`src/rtl/mfek_pkg.sv`:
```
`timescale 1ns / 1ps
`default_nettype none
// ----------------------------------------------------------------------------
// mfek_pkg: shared types and constants of the max flow unit
// Sizes of the residual matrix, field widths, sequencer states and the codes
// of the shared arithmetic unit.
// ----------------------------------------------------------------------------
package mfek_pkg;

  localparam int MAX_NODES = 64;
  localparam int CAP_BITS  = 16;

  localparam int NODE_W    = $clog2(MAX_NODES);
  localparam int CNT_W     = $clog2(MAX_NODES + 1);
  localparam int ID_W      = 7;
  localparam int CAP_IN_W  = 16;
  localparam int FLOW_W    = 22;
  localparam int RES_W     = CAP_BITS + 1;
  localparam int RES_AW    = 2 * NODE_W;
  localparam int RES_DEPTH = MAX_NODES * MAX_NODES;
  localparam int ALU_W     = (FLOW_W > RES_W) ? FLOW_W : RES_W;

  localparam logic [RES_W-1:0]  RES_MAX  = '1;
  localparam logic [FLOW_W-1:0] FLOW_MAX = '1;
  localparam logic [RES_W-1:0]  CAP_MASK = RES_W'((64'd1 << CAP_BITS) - 64'd1);

  localparam logic [ID_W-1:0] NUM_NODES_RST = 7'd64;

  localparam logic REQ_LOAD    = 1'b0;
  localparam logic REQ_COMPUTE = 1'b1;

  typedef enum logic [1:0] {
    ALU_MIN,
    ALU_SUB,
    ALU_ADD_RES,
    ALU_ADD_FLOW
  } alu_op_e;

  typedef struct packed {
    alu_op_e          op;
    logic [ALU_W-1:0] a;
    logic [ALU_W-1:0] b;
  } alu_req_t;

  typedef enum logic [3:0] {
    S_CLR,
    S_IDLE,
    S_INIT,
    S_POP,
    S_LOAD_U,
    S_SCAN,
    S_NK_PAR,
    S_NK_RES,
    S_NK_MIN,
    S_UP_PAR,
    S_UP_RDF,
    S_UP_RDB,
    S_UP_WRB,
    S_ADD,
    S_DONE
  } state_e;

endpackage
`default_nettype wire

```
`src/rtl/mfek_alu.sv`:
```
`timescale 1ns / 1ps
`default_nettype none
// ----------------------------------------------------------------------------
// mfek_alu: shared add / subtract unit
// One adder serves the bottleneck minimum, the forward residual update, the
// saturating reverse residual update and the saturating flow total.
// ----------------------------------------------------------------------------
module mfek_alu (
  input  mfek_pkg::alu_req_t           req_i,
  output logic [mfek_pkg::ALU_W-1:0]   res_o
);
  import mfek_pkg::*;

  logic             sub;
  logic [ALU_W:0]   b_x;
  logic [ALU_W:0]   sum;
  logic             borrow;

  always_comb begin
    sub    = (req_i.op == ALU_MIN) || (req_i.op == ALU_SUB);
    b_x    = sub ? {1'b0, ~req_i.b} : {1'b0, req_i.b};
    sum    = {1'b0, req_i.a} + b_x + (ALU_W + 1)'(sub);
    // no carry out of a - b means a < b
    borrow = sub & ~sum[ALU_W];
    case (req_i.op)
      ALU_MIN:      res_o = borrow ? req_i.a : req_i.b;
      ALU_SUB:      res_o = sum[ALU_W-1:0];
      ALU_ADD_RES:  res_o = (sum > (ALU_W + 1)'(RES_MAX)) ? ALU_W'(RES_MAX)
                                                          : sum[ALU_W-1:0];
      ALU_ADD_FLOW: res_o = (sum > (ALU_W + 1)'(FLOW_MAX)) ? ALU_W'(FLOW_MAX)
                                                           : sum[ALU_W-1:0];
      default:      res_o = sum[ALU_W-1:0];
    endcase
  end

endmodule
`default_nettype wire

```
`config.mk`:
```
export PLATFORM = sky130hd
export DESIGN_NAME = mfek_alu
export DESIGN_NICKNAME = d
export VERILOG_FILES = /design/src/rtl/mfek_pkg.sv /design/src/rtl/mfek_alu.sv
export SDC_FILE = /design/constraint.sdc
export NUM_CORES = 1
export LEC_CHECK = 0
export BUFFER_PORTS_ARGS = -buffer_cell sky130_fd_sc_hd__buf_2
export CORE_MARGIN = 2
export CORE_UTILIZATION = 49
export DETAILED_ROUTE_END_ITERATION = 12
export PLACE_DENSITY = 0.86
export SETUP_SLACK_MARGIN = 0.05
export SYNTH_ARGS = -nofsm -noshare
export SYNTH_HDL_FRONTEND = slang
export SYNTH_SLANG_ARGS = --single-unit
```
`constraint.sdc`:
```
create_clock -name vclk -period 6.2
set_input_delay 1.55 -clock vclk [all_inputs]
set_output_delay 1.55 -clock vclk [all_outputs]
set_load 0.005 [all_outputs]
```
# Yosys cells after proc, flatten, opt, wreduce, memory -nomap -nowiden
# Index checks and enable logic that the tools add are counted.
# word_totals
regBits	0
in_bits	46
wordCells	17
# classes
n_bitwise	3
n_eq_ne	3
muxes	5
order_cmp	2
reduce_logical	2
n_addsub	2
# ops
operator	count
2-to-1 mux 22 bit	4
case mux 22 bit (4 select lines)	1
adder 22 x 22 -> 23 bit	1
adder 23 x 1 -> 23 bit	1
> comparator 23 x 17 -> 1 bit, second input constant	1
> comparator 23 x 22 -> 1 bit, second input constant	1
inverter 22 bit	1
equality test 2 bit, second input constant	2
equality test 2 x 1 -> 1 bit, second input constant	1
logical NOT 2 bit	1
bitwise AND 1 bit	1
logical OR 1 bit	1
inverter 1 bit	1

# Depth between registers and ports, before layout
# logic_depth
word_depth	9
mapped_depth	15
depth_no_buf	12

# Least setup slack after synthesis
# No wires, ideal clock.
# synth_path
path_type	in2out
startpoint	input port req_i[45] in the netlist's numbering
endpoint	output port res_o[12] in the netlist's numbering
stages	13
arrival_time_ns	4.813
setup_slack_ns	-0.163
path_cell_list	clkbuf_1 clkbuf_1 xnor2_1 fa_1 a21o_1 a221oi_2 a2bb2oi_1 o31ai_2 xor2_1 a2111oi_4 a41o_2 buf_8 a22oi_2
# synth_via
elab_chain_len	9
elab_cells_between_ends	16
cone_classes	add/sub: 2; order compare: 2; eq/ne: 3; mux: 5; bitwise: 2; reduce/logical: 2
# synth_lines
item	line_no	text
start, declared	mfek_alu.sv:9	input mfek_pkg::alu_req_t req_i,
parallel branches: the longest is 8 deep, another holds adder 22 x 22 -> 23 bit	--	
case mux 22 bit (4 select lines) *	mfek_alu.sv:25	case (req_i.op)
end, declared	mfek_alu.sv:10	output logic [mfek_pkg::ALU_W-1:0] res_o
# Mark *: on every way between the ends.

# Worst setup path after layout
# layout_path
startpoint	input port req_i[45] in the netlist's numbering
endpoint	output port res_o[14] in the netlist's numbering
# The elaborated chain is that of the path after synthesis.

==> run_results.csv <==
group,metric,value,unit
status,status,"completed",
global_route,grt_pass1_vias,2140,
sta,finalCriticalPeriod,6090,ps
setup_path,worst_ep_required_time,4650,ps
pwr,ir_drop,77.2,uV
die,io_pins,68,
yosys,netlist_area,1960,um2
setup_path,worstPathMaxFanout,8,
pwr,leakagePower,1.19,nW
die,row_count,22,
yosys,syn_nets,327,
die,die_w,67.2,um
placement,place_hpwl,4350,um
sta,whs,3500,ps
sta,worstMarginPinSlew,561,ps
global_route,grt_antenna_before_repair,0,
yosys,syn_avg_cell_area,7.56,um2
routing,drt.antenna.violating_nets,0,
setup_path,critPathCaptureType,"output port",
final_layout,drive_gt1_share,37.1,%
placement,place.gp.congestion,0.966,
yosys,ys_types,49,
global_route,grt_pass1_wl,8990,um
global_route,grt_max_degree,21,
min_path,min_path_cells,3,
routing,drt_iter0_drc,193,
run,drv_cap,0,
sta,max_freq,0.164,GHz
final_layout,n_antenna_cell,0,
die,core_area,3740,um2
sta,finalHoldViolCount,0,
global_route,grt_overflow_total,0,
final_layout,area_delta_synth_final,32.6,%
routing,avgViaCountPerCell,6.07,
final_layout,stdcell_area,2590,um2
die,die_area,4520,um2
routing,detail_route.wl_per_cell,15.0,um
yosys,seq_area_frac_synth,0,%
pwr,p_per_area,159,nW/um2
routing,firstDrtPassIters,5,
yosys,synthCells,259,
placement,port_buffers,68,
routing,wirelength,5790,um
final_layout,final_cell_mix,"buf_2 (67), xnor2_1 (30), a21oi_1 (24)",
yosys,synth_warnings,0,
routing,route.detailed.drc,0,
setup_path,cp_data_arrival_time,4540,ps
final_layout,seq_cell_count,0,
final_layout,fin_util,69.3,%
final_layout,nClkBuffers,0,
min_path,hold_path_class,"in -> out",
setup_path,path_class,"in -> out",
sta,fin_crit_sh,98.2,%
final_layout,regArea,0,um2
routing,num_vias,2338,
die,die_y,67.2,um
die,start_util,52.3,%
global_route,grt_usage,24.2,%
sta,relSlewSlack,62.1,%
clock_tree,cts-hold-fix-buffers,0,
sta,slew_viol_final,0,
final_layout,layout_commonest_cell,"buf_2",
sta,finalSetupViolations,0,
setup_path,cp-start-kind,"primary input",
final_layout,finalNetCount,407,
placement,place_area,2430,um2
-- kinds of logic (layout without fill, tap and decap cells) --
family / after synthesis / after routing / share of synthesized area (%)
compound gates: 98 / 98 / 37.3
simple gates: 56 / 56 / 14.5
xor+xnor: 40 / 40 / 17.9
mux: 21 / 21 / 10.8
buf+inv: 22 / 100 / 4.99
fa+ha+maj: 22 / 22 / 14.5
-- per-stage QoR --
step                setup TNS, ps  cells  total power, mW  setup slack (ps)
floorplan                       0    259            0.266              53.2
global placement                0    378            0.371               104
detailed placement              0    378            0.379              1.38
CTS                             0    378            0.382               107
global route                 -180    385            0.451             -27.2
finish                          0    385            0.413               109
-- cells in the mapped netlist (3+ instances only) --
cell type	n	area, um2
and3_1	4	25.0
xor2_1	8	70.1
xnor2_1	32	280
buf_2	3	15.0
clkbuf_1	9	33.8
a21oi_1	26	130
nand4_1	3	18.8
inv_1	8	30.0
ha_1	21	263
a22oi_1	6	45.0
a22oi_2	10	125
nor3_1	4	20.0
a21o_1	11	82.6
nand2_1	16	60.1
o21ai_0	17	85.1
nor2_1	9	33.8
nand3_1	8	40.0
and2_1	5	31.3
mux2i_1	20	200
-- cell type report --
type	instances	area, um2
repair buffers	92	577
multi-input cells	237	1930
inverters	8	30.0
fillers	319	1150
well taps	48	60.1
-- worst max-delay path, stage by stage --
cell       delay (ps)
buf_6             110
buf_12            140
xnor2_2           140
ha_2              320
a21oi_1           180
o22ai_1           100
a311o_1           340
and3_4            180
or3_4             400
a2111oi_4         380
a41o_2            300
clkbuf_16         180
a22oi_2            60
buf_2             140
-- path summary, 6_finish.rpt --
| check | start | end | slack (ps) |
|---|---|---|---|
| setup / recovery | req_i[45] | res_o[14] | 110 |
| hold / removal | req_i[44] | res_o[18] | 3500 |
-- repair_timing --
item | 4_1_cts | 5_1_grt
pin swaps | 0 | 13
resized for setup | 1 | 24
cloned | 0 | 1
setup endpoints to repair | 16 | 19
buffers inserted | 0 | 6
-- metal layers --
layer / GRT usage, % / share of wire [%] / up-vias
li1: - / - / 1140
met1: 31.6 / 43 / 1082
met2: 43.6 / 49 / 105
met3: 1.67 / 6.9 / 11
met4: 5.10 / 1.0 / 0
met5: 0 / 0 / -
-- report_power, final --
| part | total (mW) | leakage (nW) | switching, mW | internal [mW] |
|---|---|---|---|---|
| Clock | 0 | 0 | 0 | 0 |
| Combinational | 0.413 | 1.19 | 0.215 | 0.197 |
| Sequential | 0 | 0 | 0 | 0 |
Power figures use the tool's default switching activity.
