### config.mk
export PLATFORM = sky130hd
export DESIGN_NAME = mfek_ram
export DESIGN_NICKNAME = d
export VERILOG_FILES = /design/src/rtl/mfek_ram.sv
export SDC_FILE = /design/constraint.sdc
export NUM_CORES = 1
export LEC_CHECK = 0
export BUFFER_PORTS_ARGS = -buffer_cell sky130_fd_sc_hd__buf_4
export CAP_MARGIN = 10
export CORE_MARGIN = 2
export CORE_UTILIZATION = 40
export DETAILED_ROUTE_END_ITERATION = 12
export MAX_ROUTING_LAYER = met4
export PLACE_DENSITY_LB_ADDON = 0.08
export SLEW_MARGIN = 15
export SYNTH_ARGS = -nofsm -noshare
export SYNTH_HDL_FRONTEND = slang
export SYNTH_SLANG_ARGS = --single-unit
### constraint.sdc
create_clock -name clk_i -period 4.6 [get_ports clk_i]
set_clock_uncertainty 0.2 [all_clocks]
set_input_delay 0.46 -clock clk_i [delete_from_list [all_inputs] [get_ports clk_i]]
set_output_delay 0.46 -clock clk_i [all_outputs]
set_load 0.01 [all_outputs]
### src/rtl/mfek_ram.sv
`timescale 1ns / 1ps
`default_nettype none
// ----------------------------------------------------------------------------
// mfek_ram: simple dual port ram
// One write port and one read port, read data registered, no reset.
// ----------------------------------------------------------------------------
module mfek_ram #(
  parameter int unsigned WIDTH = 8,
  parameter int unsigned DEPTH = 64,
  localparam int unsigned AW   = $clog2(DEPTH)
) (
  input  wire logic             clk_i,
  input  wire logic             we_i,
  input  wire logic [AW-1:0]    waddr_i,
  input  wire logic [WIDTH-1:0] wdata_i,
  input  wire logic [AW-1:0]    raddr_i,
  output logic      [WIDTH-1:0] rdata_o
);

  logic [WIDTH-1:0] mem [DEPTH];

  always_ff @(posedge clk_i) begin
    if (we_i) begin
      mem[waddr_i] <= wdata_i;
    end
    rdata_o <= mem[raddr_i];
  end

endmodule
`default_nettype wire

== After elaboration in Yosys (flattened, before gate mapping) ==
Memories as Yosys holds them, arrays and structs flattened. A register that Yosys moved wholly into a read port is not among the register bits.
Cells that the tools add are included.

* Register bits after elaboration: 0
* Memory bits (writable): 512
* Bits of input ports: 22
* Output and inout bits: 8
* Logic and storage cells: 3
* Memories: 1

{| class="wikitable"
|+ Memories
! memory !! words !! bits a word !! rd ports !! clocked after memory_dff !! wr ports !! line !! text
|-
| mem || 64 || 8 || 1 || 1 || 1 || 20 || <nowiki>logic [WIDTH-1:0] mem [DEPTH];</nowiki>
|}

* Mux-type cells: 2

{| class="wikitable"
|+ Operators with widths
! cell !! number
|-
| 1-bit two-way mux || 2
|}

== Logic depth before layout (Yosys ltp) ==
Gate-level depths: netlist of run 1.

* Word-level depth: 2
* Depth in mapped cells: 9
* Mapped depth without buffers: 5

== Worst setup path after synthesis of run 1 ==
OpenSTA, ideal clock, no wires.

* Path type: input-to-reg
* From: input raddr_i[1]
* To: register rdata_o[3] (read register of mem)
* Library setup time: 128 ps
* Data arrival time: 2000 ps
* Data required time: 4272 ps
* Setup slack: 2272 ps
* Stages on the path: 7
* Path buffers: 3
* Cell sequence: buf_4 buf_2 buf_2 mux4_2 mux4_2 o21ai_1 o41ai_1

{| class="wikitable"
|+ RTL lines
! element !! line !! text
|-
| start, declared || 16 || <nowiki>input wire logic [AW-1:0] raddr_i,</nowiki>
|-
| end, declared || 17 || <nowiki>output logic [WIDTH-1:0] rdata_o</nowiki>
|}

==> results of run 1 <==
registers in the layout, indices dropped and copies added (netlist names):
name     count
mem        512
rdata_o      8
layer usage:
layer,wire (um),vias to the layer above,part of all wire [%],global-route usage (%)
met5,0,-,0,-
met4,1050,0,2.2,5.17
met3,3010,65,6.2,4.18
met2,22600,262,47,29.1
met1,21800,5044,45,27.4
li1,-,4040,-,-
worst min path at each step:
stage / startpoint / end / slack (ps) / cells past startpoint
2_1_floorplan: wdata_i[0] / mem[0][0] / 360 / 0
3_3_place_gp: mem[31][6] / rdata_o[6] / 590 / 3
3_5_place_dp: mem[30][6] / rdata_o[6] / 600 / 3
4_1_cts: raddr_i[5] / rdata_o[3] / 40 / 2
5_1_grt: raddr_i[5] / rdata_o[3] / 50 / 2
6_report: raddr_i[5] / rdata_o[3] / 60 / 2
where the power goes:
group | internal (mW) | total [mW] | switching [mW] | leakage [nW]
Sequential | 5.25 | 5.26 | 0.0189 | 4.67
Combinational | 0.188 | 0.496 | 0.308 | 1.52
Clock | 2.32 | 4.10 | 1.78 | 0.816
Total | 7.75 | 9.86 | 2.11 | 7.01
cell type report:
class	instances	area [um2]
repair buffers	46	389
multi-input cells	369	4330
clock buffers	73	1490
fillers	4230	27200
flip-flops and latches	520	15500
well taps	672	841
clock inverters	27	153
metrics by stage:
step                      setup slack, ps  area [um2]
after floorplan                      2270       20200
after global placement               1030       21100
after detailed placement             1070       21100
after CTS                            1700       22700
after global routing                 1740       22700
final                                1810       22700
placed cells by master (no fill, tap or decap), types with 5 or more instances in the layout:
| cell | synthesis | layout |
|---|---|---|
| nor3_1 | 7 | 5 |
| clkinv_1 | 0 | 11 |
| nand2_1 | 19 | 19 |
| mux4_2 | 126 | 126 |
| clkbuf_8 | 0 | 6 |
| a221oi_1 | 6 | 6 |
| nand2b_1 | 7 | 7 |
| edfxtp_1 | 512 | 512 |
| nor2_1 | 83 | 83 |
| nand3_1 | 13 | 13 |
| mux2i_1 | 23 | 23 |
| buf_4 | 13 | 41 |
| dfxtp_1 | 8 | 8 |
| mux2_2 | 13 | 13 |
| o22ai_1 | 8 | 8 |
| clkbuf_16 | 0 | 55 |
| o221ai_1 | 8 | 8 |
| clkbuf_1 | 17 | 13 |
| nor2b_1 | 14 | 14 |
| clkinv_2 | 0 | 13 |
worst reg2reg max path, stage by stage, from the launching register on:
cell and delay (ps):
edfxtp_1 370, mux4_2 480, mux2_2 280, o221a_2 270, nor3_1 410, o32ai_1 150
kinds of logic (layout without fill, tap and decap cells):
group / after synthesis / in the layout
AO/OA/AOI/OAI: 54 / 54
buffers and inverters: 51 / 146
multiplexers: 162 / 162
flip-flops: 520 / 520
AND/OR/NAND/NOR: 153 / 153
==> results.md, run 1 <==
* Outcome: finished, final reports clean
* Post-Synth XOR/XNOR Area at 0%
* Post-synth top area share at 76.2%
* Top-count cell post-synth: edfxtp_1
* CTS clk-pin slew, worst paths at 60 ps
* Crit Path Max Fanout at 46
* ANT nets after route at 0
* R2r setup slk at 2330 ps
* WS Path Type: in -> reg
* Initial antenna violation count at 0
* CTS tree: done
* Post-synth EDFFs at around 510
* CP Capture Type: flip-flop
* Crit path depth at 7
* Compound-gate portion of the synthesized area at 2.07%
* # nets final at 1013
* Worst Path Buf+Inv at 2
* Reg2reg path depth at 5
* Vias at roughly 9400
* Final hold violations at 0
* Non-Filler Instances at 1707
* #FFs+latches synth at 520
* Routed vias/inst at roughly 5.5
* WL final at approximately 48000 um
* CP cell instances: clkbuf_8, buf_12, mux4_2, mux2_2, o221a_2, nor3_1, o32ai_1
* Post-Syn Instances at 940
* Htree depth at 2
* Synth top area cells: edfxtp_1 76%, mux4_2 14%, nor2_1 1.5%
* Mean post-synth cell area at 21.5 um2
* Router iterations before antenna repair at 5
* Clock latency on the worst-skew pair at 590 ps
* Sequential share of the synthesized area at 77.0%
* Clk buf depth at 3
* Initial Utilization at a little over 40%
* Area of the die at 52200 um2
* Largest net degree at the start of global routing at 65
* Post-synthesis mux area share at about 16%
* Final period utilization at 60.6%
* Top delay family on crit path: multiplexers
* RSZ-0062 raised after global routing: no
* LEAKAGE at 7.01 nW
* DIE HEIGHT at ~230 um
* N_diodes at 0
* Max Cap Viol at 0
* Layout Utilization at 45.5%
* Placer congestion estimate at 0.766
* Fin crit period at ~2800 ps
* Endpoints failing setup at 0
* Critical path required time at ~4900 ps
* Hold_buf cts at 0
* Post-CTS setup buffers at 0
* Startpoint types: input pin
* First-pass GRT wire length at 70900 um
* DRC viols at 0
* Slowest cell on crit path: mux4_2
* Resized Gates After CTS at 0
* Inserted Clock Buffers at 54
* Vias in the first global route at 9803
* Final hold slack at between 50 and 60 ps
* Sink Count at between 500 and 600
* Worst-margin pin slew at 1100 ps
* Crit Reg-Reg Startpoint: mem[21][4]
* Hold Path Class: in -> reg
* Max VDD drop at 230 uV
* Largest area contributor in the netlist: edfxtp_1
* Max Freq at 359 MHz
* Area grow syn2layout at 12.7%
* # rows at 82
* Pwr/cell area at 434 nW/um2
* Drt initial violations at 833
* Design Power at ~9.9 mW
* Crit path to: rdata_o[4]
* CTS root buffer: clkbuf_16
* Crit. Startpoint: raddr_i[0]
* Die width at 229 um
* Synth unique cells at 40
* Dominant synthesized flop cell: edfxtp_1
* Largest family of logic cells by synthesized area: multiplexers
* Num ports at 30
* Synthesis Warnings at 0
* Post-Synth Adder-Cell Area at 0%
* Core ar. at 50000 um2
* Slew Viols, Final at 0
* Share of cells above drive strength 1 at around a quarter
* Syn nets at 962
* Post-synth top cells: 512 x edfxtp_1, 126 x mux4_2, 83 x nor2_1
* Placed insts at ~1600
* GRT Util Overall at 19.5%
* Worst slew margin at a little over a quarter
* HPWL Detailed at 28900 um
* Grt ovf at 0
* Simple-gate share of the synthesized area at 3.39%
* Port Buffers at 29
* RR Endpoint: rdata_o[4]
* Critical path's largest stage delay at 550 ps
* Synthesized cell area at 20200 um2
* Post-DR wirelength/cell at 28.4 um
* CP arrival at 3050 ps
* Final TNS setup at 0 ps
* FFs w/ async S/R, synth at 0%
Power figures use the tool's default switching activity.
==> inputs of run 2 (changes only) <==
--- a/config.mk
+++ b/config.mk
@@ -5,6 +5,7 @@
 export SDC_FILE = /design/constraint.sdc
 export NUM_CORES = 1
 export LEC_CHECK = 0
+export ABC_AREA = 1
 export BUFFER_PORTS_ARGS = -buffer_cell sky130_fd_sc_hd__buf_4
 export CAP_MARGIN = 10
 export CORE_MARGIN = 2
==> constraint.sdc (replaced) <==
create_clock -name clk_i -period 2.5 [get_ports clk_i]
set_clock_uncertainty 0.2 [all_clocks]
set_input_delay 0.25 -clock clk_i [delete_from_list [all_inputs] [get_ports clk_i]]
set_output_delay 0.25 -clock clk_i [all_outputs]
set_load 0.01 [all_outputs]
==> run 2 against run 1 <==
Net effect:
- combinational power grew to 2.5 times the previous value
- cell count grew 54%
- largest cell class unchanged
- final area grew 8.0%
- worst setup slack lost 1500 ps
- sequential share of layout area shrank 5.1 points
- core utilization grew 1.1 points
- via count grew 47%
- global-route usage grew 2.8 points
- power grew 91%
==> results.md, run 2 <==
* Hold Path Class: in -> reg
* Initial antenna violation count at 1
* Post-Syn Instances at 1805
* Worst Hold Path EP: mem[43][4]
* Num ports at 30
* Share of cells above drive strength 1 at a little over a tenth
* Grt ovf at 0
* Vias in the first global route at 13500
* Post-DR wirelength/cell at 22.8 um
* Largest net degree at the start of global routing at 111
* HPWL Detailed at 35700 um
* Synth top area cells: edfxtp_1 72%, nand2_1 11%, nand3_1 10%
* Non-Filler Instances at 2631
* Final TNS setup at 0 ps
* Startpoint types: input pin
* Post-CTS setup buffers at 0
* Hold path depth at 1
* R2r setup slk at 420 ps
* RR Endpoint: rdata_o[3]
* Critical path required time at 2610 ps
* Core ar. at approximately 53000 um2
* Top delay family on crit path: buffers and inverters
* Sw Ratio at 22.6%
* CTS root buffer: clkbuf_16
* Pwr/cell area at 766 nW/um2
* # rows at 84
* Routed vias/inst at approximately 5.3
* Clock power frac at 41.8%
* Synthesis Warnings at 0
* Post-synth top cells: 648 x nand2_1, 512 x edfxtp_1, 439 x nand3_1
* Sequential share of the synthesized area at 72.8%
* CP Capture Type: flip-flop
* Outcome: finished, final reports clean
* Syn nets at 1827
* Worst Path Buf+Inv at 5
* CP arrival at 2310 ps
* HP Start: wdata_i[4]
* Clock latency on the worst-skew pair at 610 ps
* Compound-gate portion of the synthesized area at 0%
* #FFs+latches synth at 520
* Max Freq at 454 MHz
* Inserted Clock Buffers at 55
* Post-Synth Adder-Cell Area at 0%
* Final instance area at between 20000 and 25000 um2
* P_sw at between 4 and 5 mW
* WL final at 59900 um
* Fin crit period at 2200 ps
* Initial Utilization at 40.5%
* Post-Synth XOR/XNOR Area at 0%
* Die width at 235 um
* DIE HEIGHT at 235 um
* Cell-internal power at 14.5 mW
* Worst slew margin at approximately 44%
* Placer congestion estimate at 0.841
* Clk buf depth at 3
* Max reg flops at 512
* Dominant synthesized flop cell: edfxtp_1
* Htree depth at 2
* First-pass GRT wire length at 89900 um
* Router iterations before antenna repair at 5
* Post-synth top area share at 72.0%
* Simple-gate share of the synthesized area at 23.2%
* DRC viols at 0
* Max VDD drop at 583 uV
* Max Cap Viol at 0
* RSZ-0062 raised after global routing: no
* CP cell instances: dlygate4sd3_1, buf_4, inv_1, nand4_1, buf_4, nor2_1, buf_4
* FFs w/ async S/R, synth at 0%
* Slew Viols, Final at 0
* Comb pwr share at under 10%
* Post-synth EDFFs at slightly above 500
* Vias at 13800
* Reg power frac at about half
* Sink Count at 520
* Area grow syn2layout at 15.1%
* GRT Util Overall at 22.3%
* Hold_buf cts at 16
* Top reg by flops: mem
* Top-count cell post-synth: nand2_1
* Endpoints failing setup at 0
* Mean post-synth cell area at around 12 um2
* WS Path Type: in -> reg
* ANT nets after route at 0
* Crit Path Max Fanout at 9
* Drt initial violations at 1277
* Placed insts at 2514
* Reg2reg path depth at 9
* CTS tree: done
* CP most frequent cell: buf_4
* Slowest cell on crit path: dlygate4sd3_1
* Area of the die at 55200 um2
* Largest family of logic cells by synthesized area: simple AND/OR/NAND/NOR gates
* Worst-margin pin slew at 833 ps
* Final hold violations at 0
* Final period utilization at 88.1%
* Crit Reg-Reg Startpoint: mem[53][3]
* Synthesized cell area at 21300 um2
* Largest area contributor in the netlist: edfxtp_1
* # nets final at 1921
* LEAKAGE at roughly 8.9 nW
* Post-synthesis mux area share at 0%
* Commonest cells after routing, fill and taps aside: 648 x nand2_1, 512 x edfxtp_1, 439 x nand3_1
* Synth unique cells at 16
* Most common cell after layout, fill and taps aside: nand2_1
* CTS clk-pin slew, worst paths at 60 ps
* Port Buffers at 29
* Area after DPL at ~23000 um2
* Resized Gates After CTS at 0
* Critical path's largest stage delay at 580 ps
* Regs by FF count: mem x512, rdata_o x8
-- run 2: cell count changes in the layout (fill, tap and decap cells not counted), sizes merged, moves of 13 or more --
cell and delta:
buf +89, nor2b -14, nand2 +629, mux4 -126, nand3 +426, mux2i -23, dlygate4sd3 +16, mux2 -13
nor2 -27
-- run 2: routing by layer --
layer | GRT usage [%] | vias up | wire, um
met5 | - | - | 0
met4 | 5.43 | 0 | 1120
met3 | 3.02 | 72 | 3210
met2 | 34.0 | 361 | 27800
met1 | 31.9 | 6869 | 27800
li1 | - | 6542 | -
-- run 2: logic make-up (layout without fill, tap and decap cells) --
family        Yosys count  after routing
simple gates         1160           1160
flops                 520            520
buf+inv               125            261
other cells             0              2
-- run 2: final cells by class --
class / instances / area [um2]
multi-input cells: 1160 / 4960
clock inverters: 28 / 228
fillers: 4820 / 28100
well taps: 688 / 861
clock buffers: 71 / 1480
diodes: 2 / 5.00
flip-flops and latches: 520 / 15500
inverters: 12 / 55.1
repair buffers: 150 / 1440
-- run 2: worst max path at each step --
stage | cells after the start | to | startpoint | slack, ps
6_report | 7 | mem[13][3] | waddr_i[1] | 300
5_1_grt | 11 | rdata_o[7] | raddr_i[0] | 190
4_1_cts | 12 | rdata_o[3] | raddr_i[0] | 390
3_5_place_dp | 11 | rdata_o[6] | raddr_i[0] | 90
3_3_place_gp | 11 | rdata_o[5] | raddr_i[0] | 90
2_1_floorplan | 3 | mem[48][0] | we_i | 280
-- run 2: power groups by stage --
| stage | logic [mW] | registers, mW | clock network [mW] |
|---|---|---|---|
| 2_1_floorplan | 0.678 | 9.86 | 0 |
| 3_3_place_gp | 1.24 | 9.88 | 0 |
| 3_5_place_dp | 1.24 | 9.88 | 0 |
| 4_1_cts | 1.27 | 9.69 | 8.02 |
| 5_1_grt | 1.37 | 9.69 | 8.33 |
| 6_report | 1.25 | 9.69 | 7.86 |
-- run 2: metrics by stage --
step,hold slack [ps],setup slack [ps],power [mW],util [%]
after floorplan,149,284,10.5,-
after global placement,426,94.2,11.1,43.1
after detailed placement,430,86.1,11.1,43.1
after CTS,78.6,393,19.0,46.6
after global routing,109,191,19.4,46.6
final,84.3,299,18.8,46.6
